### src/rtl/assert_macros.svh
// Assertion macros shared by the sorter RTL.
// Expects signals named clk and rst_n in the including module.
`ifndef ASSERT_MACROS_SVH
`define ASSERT_MACROS_SVH

// Same-cycle implication, checked out of reset.
`define ASSERT_NOW(lbl, ante, cons, msg) \
  lbl: assert property (@(posedge clk) disable iff (!rst_n) (ante) |-> (cons)) \
    else $error(msg);

// Next-cycle implication, checked out of reset.
`define ASSERT_NEXT(lbl, ante, cons, msg) \
  lbl: assert property (@(posedge clk) disable iff (!rst_n) (ante) |=> (cons)) \
    else $error(msg);

`endif

### src/rtl/isort_pkg.sv
// Package for the insertion sorter: widths, default depth, control types.
// Used by the interfaces, the sorting cell and the top level.
package isort_pkg;

  localparam int DATA_W           = 32;
  localparam int MAX_ELEMENTS_DEF = 16;

  typedef enum logic {
    ST_FILL,
    ST_DRAIN
  } sorter_state_t;

  typedef struct packed {
    logic                     ins;
    logic                     shl;
    logic signed [DATA_W-1:0] key;
  } cell_ctrl_t;

endpackage

### src/rtl/isort_if.sv
// Valid/ready channel interfaces for the insertion sorter.
// Depends on isort_pkg for the data width.
interface isort_in_if;
  logic                                valid;
  logic                                ready;
  logic signed [isort_pkg::DATA_W-1:0] value;
  logic                                batch_end;

  modport source (output valid, value, batch_end, input ready);
  modport sink   (input valid, value, batch_end, output ready);
endinterface

interface isort_out_if;
  logic                                valid;
  logic                                ready;
  logic signed [isort_pkg::DATA_W-1:0] sorted_value;
  logic                                run_end;
  logic                                overflow;

  modport source (output valid, sorted_value, run_end, overflow, input ready);
  modport sink   (input valid, sorted_value, run_end, overflow, output ready);
endinterface

### src/rtl/insertion_sorter.sv
// Stable batch sorter for signed 32-bit words, built as a chain of MAX_ELEMENTS
// cells. While a batch fills, one word is taken every cycle and inserted in
// the same cycle by all cells comparing against it at once. The word flagged
// batch_end closes the batch; from the next cycle the chain shifts towards
// its head and delivers one sorted word per accepted output cycle, and no
// input is taken while the chain drains. Words beyond MAX_ELEMENTS are
// dropped and every output word of that batch then has overflow set.
// Depends on isort_pkg, isort_if, isort_cell and assert_macros.svh.
`include "assert_macros.svh"

module insertion_sorter #(
  parameter int MAX_ELEMENTS = isort_pkg::MAX_ELEMENTS_DEF
) (
  input logic          clk,
  input logic          rst_n,
  isort_in_if.sink     in_chan,
  isort_out_if.source  out_chan
);

  localparam int N = MAX_ELEMENTS;

  isort_pkg::sorter_state_t state_r, state_nxt;
  isort_pkg::cell_ctrl_t    ctrl;

  logic                                dropped_r, dropped_nxt;
  logic                                in_acc, out_acc, full;
  logic signed [isort_pkg::DATA_W-1:0] cell_val [N];
  logic                                cell_push [N];
  logic [N-1:0]                        cell_valid;

  assign in_acc  = in_chan.valid && in_chan.ready;
  assign out_acc = out_chan.valid && out_chan.ready;
  assign full    = cell_valid[N-1];

  always_comb begin
    state_nxt = state_r;
    case (state_r)
      isort_pkg::ST_FILL: begin
        if (in_acc && in_chan.batch_end) begin
          state_nxt = isort_pkg::ST_DRAIN;
        end
      end
      isort_pkg::ST_DRAIN: begin
        if (out_acc && out_chan.run_end) begin
          state_nxt = isort_pkg::ST_FILL;
        end
      end
      default: state_nxt = isort_pkg::ST_FILL;
    endcase
  end

  always_comb begin
    in_chan.ready  = 1'b0;
    out_chan.valid = 1'b0;
    case (state_r)
      isort_pkg::ST_FILL:  in_chan.ready  = 1'b1;
      isort_pkg::ST_DRAIN: out_chan.valid = 1'b1;
      default: begin
        in_chan.ready  = 1'b0;
        out_chan.valid = 1'b0;
      end
    endcase
  end

  always_comb begin
    ctrl.ins = in_acc && !full;
    ctrl.shl = out_acc;
    ctrl.key = in_chan.value;
  end

  always_comb begin
    dropped_nxt = dropped_r;
    if (out_acc && out_chan.run_end) begin
      dropped_nxt = 1'b0;
    end else if (in_acc && full) begin
      dropped_nxt = 1'b1;
    end
  end

  always_ff @(posedge clk) begin
    if (!rst_n) begin
      state_r   <= isort_pkg::ST_FILL;
      dropped_r <= 1'b0;
    end else begin
      state_r   <= state_nxt;
      dropped_r <= dropped_nxt;
    end
  end

  for (genvar i = 0; i < N; i++) begin : g_cell
    logic                                l_push, l_valid, r_valid;
    logic signed [isort_pkg::DATA_W-1:0] l_val, r_val;

    if (i == 0) begin : g_head
      assign l_push  = 1'b0;
      assign l_valid = 1'b1;
      assign l_val   = '0;
    end else begin : g_body
      assign l_push  = cell_push[i-1];
      assign l_valid = cell_valid[i-1];
      assign l_val   = cell_val[i-1];
    end

    if (i == N-1) begin : g_tail
      assign r_valid = 1'b0;
      assign r_val   = '0;
    end else begin : g_inner
      assign r_valid = cell_valid[i+1];
      assign r_val   = cell_val[i+1];
    end

    isort_cell u_cell (
      .clk         (clk),
      .rst_n       (rst_n),
      .ctrl        (ctrl),
      .left_push   (l_push),
      .left_valid  (l_valid),
      .left_val    (l_val),
      .right_valid (r_valid),
      .right_val   (r_val),
      .val         (cell_val[i]),
      .valid       (cell_valid[i]),
      .push        (cell_push[i])
    );
  end

  assign out_chan.sorted_value = cell_val[0];
  assign out_chan.run_end      = !cell_valid[1];
  assign out_chan.overflow     = dropped_r;

  // The occupied cells always form an unbroken run from the head.
  logic [N:0] valid_run;
  assign valid_run = {1'b0, cell_valid} + {{N{1'b0}}, 1'b1};

  `ASSERT_NOW(a_run_contiguous, 1'b1, $onehot(valid_run),
              "occupied cells are not contiguous from the head")
  `ASSERT_NOW(a_drain_has_word, state_r == isort_pkg::ST_DRAIN, cell_valid[0],
              "draining with an empty head cell")
  `ASSERT_NEXT(a_last_empties, out_acc && out_chan.run_end, cell_valid == '0,
               "store not empty after the last word of a batch")
  `ASSERT_NEXT(a_insert_grows, ctrl.ins, cell_valid != '0,
               "store empty after an insertion")

endmodule

### src/rtl/isort_cell.sv
// One cell of the insertion chain: holds one stored word and its valid bit.
// Depends on isort_pkg for the control struct and the data width.
module isort_cell (
  input  logic                                clk,
  input  logic                                rst_n,
  input  isort_pkg::cell_ctrl_t               ctrl,
  input  logic                                left_push,
  input  logic                                left_valid,
  input  logic signed [isort_pkg::DATA_W-1:0] left_val,
  input  logic                                right_valid,
  input  logic signed [isort_pkg::DATA_W-1:0] right_val,
  output logic signed [isort_pkg::DATA_W-1:0] val,
  output logic                                valid,
  output logic                                push
);

  logic signed [isort_pkg::DATA_W-1:0] val_r, val_nxt;
  logic                                valid_r, valid_nxt;

  // The new word displaces this entry if the entry is empty or strictly larger,
  // so equal words keep their arrival order.
  assign push = !valid_r || ($signed(ctrl.key) < val_r);

  always_comb begin
    val_nxt   = val_r;
    valid_nxt = valid_r;
    if (ctrl.shl) begin
      val_nxt   = right_val;
      valid_nxt = right_valid;
    end else if (ctrl.ins && push) begin
      val_nxt   = left_push ? left_val : ctrl.key;
      valid_nxt = valid_r || left_valid;
    end
  end

  always_ff @(posedge clk) begin
    val_r <= val_nxt;
  end

  always_ff @(posedge clk) begin
    if (!rst_n) begin
      valid_r <= 1'b0;
    end else begin
      valid_r <= valid_nxt;
    end
  end

  assign val   = val_r;
  assign valid = valid_r;

endmodule
### src/flat_wrapper.sv
// flat-port wrapper written by rule: the top's interface ports become plain ports
module insertion_sorter_flat 
#(
  parameter int MAX_ELEMENTS = isort_pkg::MAX_ELEMENTS_DEF
)
  (clk, rst_n, in_chan_valid, in_chan_value, in_chan_batch_end, in_chan_ready, out_chan_valid, out_chan_sorted_value, out_chan_run_end, out_chan_overflow, out_chan_ready);
  isort_in_if in_chan_i ();
  isort_out_if out_chan_i ();
  input logic clk;
  input logic rst_n;
  input wire logic [$bits(in_chan_i.valid)-1:0] in_chan_valid;
  input wire logic [$bits(in_chan_i.value)-1:0] in_chan_value;
  input wire logic [$bits(in_chan_i.batch_end)-1:0] in_chan_batch_end;
  output wire logic [$bits(in_chan_i.ready)-1:0] in_chan_ready;
  output wire logic [$bits(out_chan_i.valid)-1:0] out_chan_valid;
  output wire logic [$bits(out_chan_i.sorted_value)-1:0] out_chan_sorted_value;
  output wire logic [$bits(out_chan_i.run_end)-1:0] out_chan_run_end;
  output wire logic [$bits(out_chan_i.overflow)-1:0] out_chan_overflow;
  input wire logic [$bits(out_chan_i.ready)-1:0] out_chan_ready;
  assign in_chan_i.valid = in_chan_valid;
  assign in_chan_i.value = in_chan_value;
  assign in_chan_i.batch_end = in_chan_batch_end;
  assign in_chan_ready = in_chan_i.ready;
  assign out_chan_valid = out_chan_i.valid;
  assign out_chan_sorted_value = out_chan_i.sorted_value;
  assign out_chan_run_end = out_chan_i.run_end;
  assign out_chan_overflow = out_chan_i.overflow;
  assign out_chan_i.ready = out_chan_ready;
  insertion_sorter #(.MAX_ELEMENTS(MAX_ELEMENTS)) u_core (.clk(clk), .rst_n(rst_n), .in_chan(in_chan_i), .out_chan(out_chan_i));
endmodule
### config.mk
export PLATFORM = sky130hd
export DESIGN_NAME = insertion_sorter_flat
export DESIGN_NICKNAME = d
export VERILOG_FILES = /design/src/rtl/isort_pkg.sv /design/src/rtl/isort_if.sv /design/src/rtl/insertion_sorter.sv /design/src/rtl/isort_cell.sv /design/src/flat_wrapper.sv
export VERILOG_INCLUDE_DIRS = /design/src /design/src/rtl
export SDC_FILE = /design/constraint.sdc
export NUM_CORES = 2
export LEC_CHECK = 0
export BUFFER_PORTS_ARGS = -buffer_cell sky130_fd_sc_hd__buf_2
export CAP_MARGIN = 10
export CORE_ASPECT_RATIO = 1.75
export CORE_MARGIN = 3
export CORE_UTILIZATION = 30
export DETAILED_ROUTE_END_ITERATION = 10
export GPL_TIMING_DRIVEN = 0
export PLACE_DENSITY = 0.45
export SLEW_MARGIN = 10
export SYNTH_ARGS = -nofsm -noshare
export SYNTH_HDL_FRONTEND = slang
export SYNTH_SLANG_ARGS = --single-unit
export TNS_END_PERCENT = 50
### constraint.sdc
create_clock -name clk -period 7.05 [get_ports clk]
set_input_delay 0.3525 -clock clk [delete_from_list [all_inputs] [get_ports clk]]
set_output_delay 0.3525 -clock clk [all_outputs]
set_load 0.05 [all_outputs]
==> impl_metrics.json <==
{
  "grt_max_degree": 26,
  "holdCritPathClass": "in2reg",
  "maxSlewViolCount": 0,
  "drc": 0,
  "routabilityCongestion": 1.01,
  "avgSynthCellArea_sq_um": 9.04,
  "comb_power_share_pct": 35.7,
  "p_leak_nw": 18.8,
  "arrival_ns": 6.62,
  "setup_viol": 0,
  "num_rows": 181,
  "dieWidth_um": 290,
  "drv_cap": 0,
  "min_to": "u_core.out_chan.overflow",
  "power.internal_w": 0.00747,
  "finalCritPeriodShare_pct": 88.3,
  "r2r_setup_slack_ns": 0.83,
  "min_period_ns": 6.22,
  "cts_buffer_depth": 3,
  "core_sq_mm": 0.140,
  "relSlewSlack_pct": 7.08,
  "gr-usage-all-layers_pct": 29.5,
  "ant_nets": 0,
  "swShare_pct": 40.2,
  "p_per_area_mw_per_mm2": 263,
  "most-common-layout-cells": "525 x inv_1, 481 x nand2_1, 480 x edfxtp_1",
  "ys_seq_area_share_pct": 36.4,
  "place_inst": 6617,
  "ios": 73,
  "antenna_found_initial": 8,
  "crit_required_ns": 7.44,
  "hold_viol_final": 0,
  "critPathLaunchType": "register",
  "synth_area_sq_mm": 0.0424,
  "fmax_mhz": 161,
  "synth_cell_types": 67,
  "overflow": 0,
  "crit_fanout": 23,
  "layout_commonest_cell": "inv_1",
  "htreeDepth": 2,
  "r2r_end": "u_core.g_cell[7].u_cell.val[4]",
  "synthFlopType": "edfxtp_1",
  "min_from": "in_chan_valid",
  "hpwlAfterDp_um": 186000,
  "holdPathStages": 4,
  "async_reset_ff_share_pct": 0,
  "syn-instance-count": 4689,
  "clkPwrFrac_pct": 26.1,
  "ys_ff_latch": 530,
  "crit_path_end_kind": "register",
  "root_buffer": "clkbuf_16",
  "timing.rr.start": "u_core.g_cell[7].u_cell.val[24]",
  "vias": 40596,
  "cts_tree": "built",
  "die-area_sq_mm": 0.146,
  "clkTransAtPathRegs_ns": 0.07,
  "finClkSkew_ns": 0.0168,
  "critical_path_class": "reg2reg",
  "initial_core_util_pct": 30.3,
  "cts_sinks": 530,
  "reg2reg_depth": 12,
  "portBuffers": 72,
  "worstSkewPairLatency_ns": 0.70,
  "grt_pass1_vias": 41959,
  "cts_setup_buffers": 0,
  "wl_per_cell_um": 33.2,
  "drt_pass1_iterations": 6,
  "synth_edf_count": 480,
  "yosysWarnings": 0,
  "switching_power_w": 0.00502,
  "worst_slew_pin_slew_ns": 1.39,
  "worst_ir_drop_vdd_mv": 0.152,
  "grt_first_pass_wirelength_um": 306000,
  "instances_no_fill": 6737,
  "syn_nets": 5191,
  "cts_made_buffers": 59,
  "first_iter_violations": 3243,
  "layout-drive-gt1-share_pct": 5.02,
  "synthToLayoutAreaGrowth_pct": 12.2,
  "seq_power_share_pct": 38.2,
  "vias_per_cell": 6.03,
  "status": "finished clean",
  "setup-tns-final_ns": 0,
  "routed_wl_um": 224000,
  "rsz0062_at_grt": "no",
  "die_h_um": 503,
  "layout.nets": 5354
}
-- Yosys cell counts, drive strengths merged (41+ instances only) --
master,count,area share [%]
buf,43,0.50
clkbuf,351,3.1
a21oi,157,1.9
nand3,58,0.68
dfxtp,50,2.4
o211ai,303,5.4
o21ai,228,2.7
inv,525,4.6
a211oi,167,3.0
nand4,236,3.5
o311a,96,2.3
a21o,145,2.6
nor2,207,1.8
o32ai,64,1.3
mux2i,64,1.5
edfxtp,480,34
o221ai,99,2.0
ha,465,14
a31oi,41,0.60
nand2,484,4.3
o31ai,105,1.9
-- area by class of cell --
cell class / count / area, sq um
diodes: 6 / 15.0
plain buffers: 394 / 1540
clock buffers: 76 / 1560
clock inverters: 34 / 267
fillers: 14701 / 92200
inverters: 525 / 1970
multi-input cells: 3240 / 23700
flip-flops and latches: 530 / 15400
well taps: 1830 / 2290
repair buffers: 102 / 832
-- repair_timing --
item,4_1_cts,5_1_grt
resized for setup,0,0
endpoints found under the hold margin,5,0
hold buffers,3,0
-- worst max-delay path, cell delays in order (launching register included) --
cell and delay (ns):
edfxtp_1 0.32, inv_1 0.14, ha_1 0.32, nand4_1 0.31
nor4_1 1.17, o211ai_1 0.48, a31oi_1 0.96, or4b_1 0.29
clkbuf_1 0.57, clkbuf_1 0.53, nand3_1 0.18, nand2_2 0.37
buf_12 0.24
-- stage by stage --
stage               worst slack (ns)  cell area, sq um  util (%)  power, W  hold slack, ns
floorplan                       1.67             42400         -   0.00735           0.481
global placement               -2.71             45100      32.2   0.00907           0.477
detailed placement             0.623             45700      32.7   0.00919           0.460
CTS                             1.07             47500      34.0    0.0124           0.142
global route                    1.18             47500      34.0    0.0130           0.236
finish                         0.827             47600      34.0    0.0125           0.169
-- layer usage --
layer  routed length (um)  up-vias  track usage [%]
met5                   26        -                0
li1                     -    18413                -
met1                72400    19891             27.8
met2               116000     1637             55.9
met3                10500      651             3.03
met4                24500        4             27.1
-- power groups by stage --
stage	clock (W)	combinational [W]	sequential [W]
finish	0.00326	0.00446	0.00478
detailed placement	0	0.00438	0.00481
global placement	0	0.00422	0.00485
global route	0.00336	0.00483	0.00483
floorplan	0	0.00267	0.00468
CTS	0.00328	0.00440	0.00476
-- registers in the layout, indices dropped and copies added (netlist names) --
name                        cells
u_core.g_cell.u_cell.valid     16
u_core.state_r                  1
u_core.g_cell.u_cell.val      512
u_core.out_chan.overflow        1
-- logic make-up (layout without fill, tap and decap cells) --
family          count (synthesis)  in the layout  synth area share [%]
compound gates               1611           1611                  28.1
xor+xnor                        1              1                0.0207
fa+ha+maj                     465            465                  13.7
buf+inv                       919           1131                  8.25
flops                         530            530                  36.4
mux                            64             64                  1.51
other cells                     0              6                     0
simple gates                 1099           1099                  12.1
-- worst max-delay path by stage --
stage	startpoint	end	slack (ns)	depth (start not counted)
final	u_core.g_cell[7].u_cell.val[24]	u_core.g_cell[7].u_cell.val[4]	0.83	12
after floorplan	u_core.g_cell[0].u_cell.val[31]	u_core.g_cell[0].u_cell.val[0]	1.67	9
after CTS	u_core.g_cell[7].u_cell.val[24]	u_core.g_cell[7].u_cell.val[4]	1.07	12
after global placement	in_chan_value[31]	u_core.g_cell[0].u_cell.val[6]	-2.71	9
after global routing	u_core.g_cell[7].u_cell.val[31]	u_core.g_cell[7].u_cell.val[2]	1.18	12
after detailed placement	in_chan_value[25]	u_core.g_cell[7].u_cell.val[6]	0.62	12
Note: power is estimated with default switching activity, not from simulation.
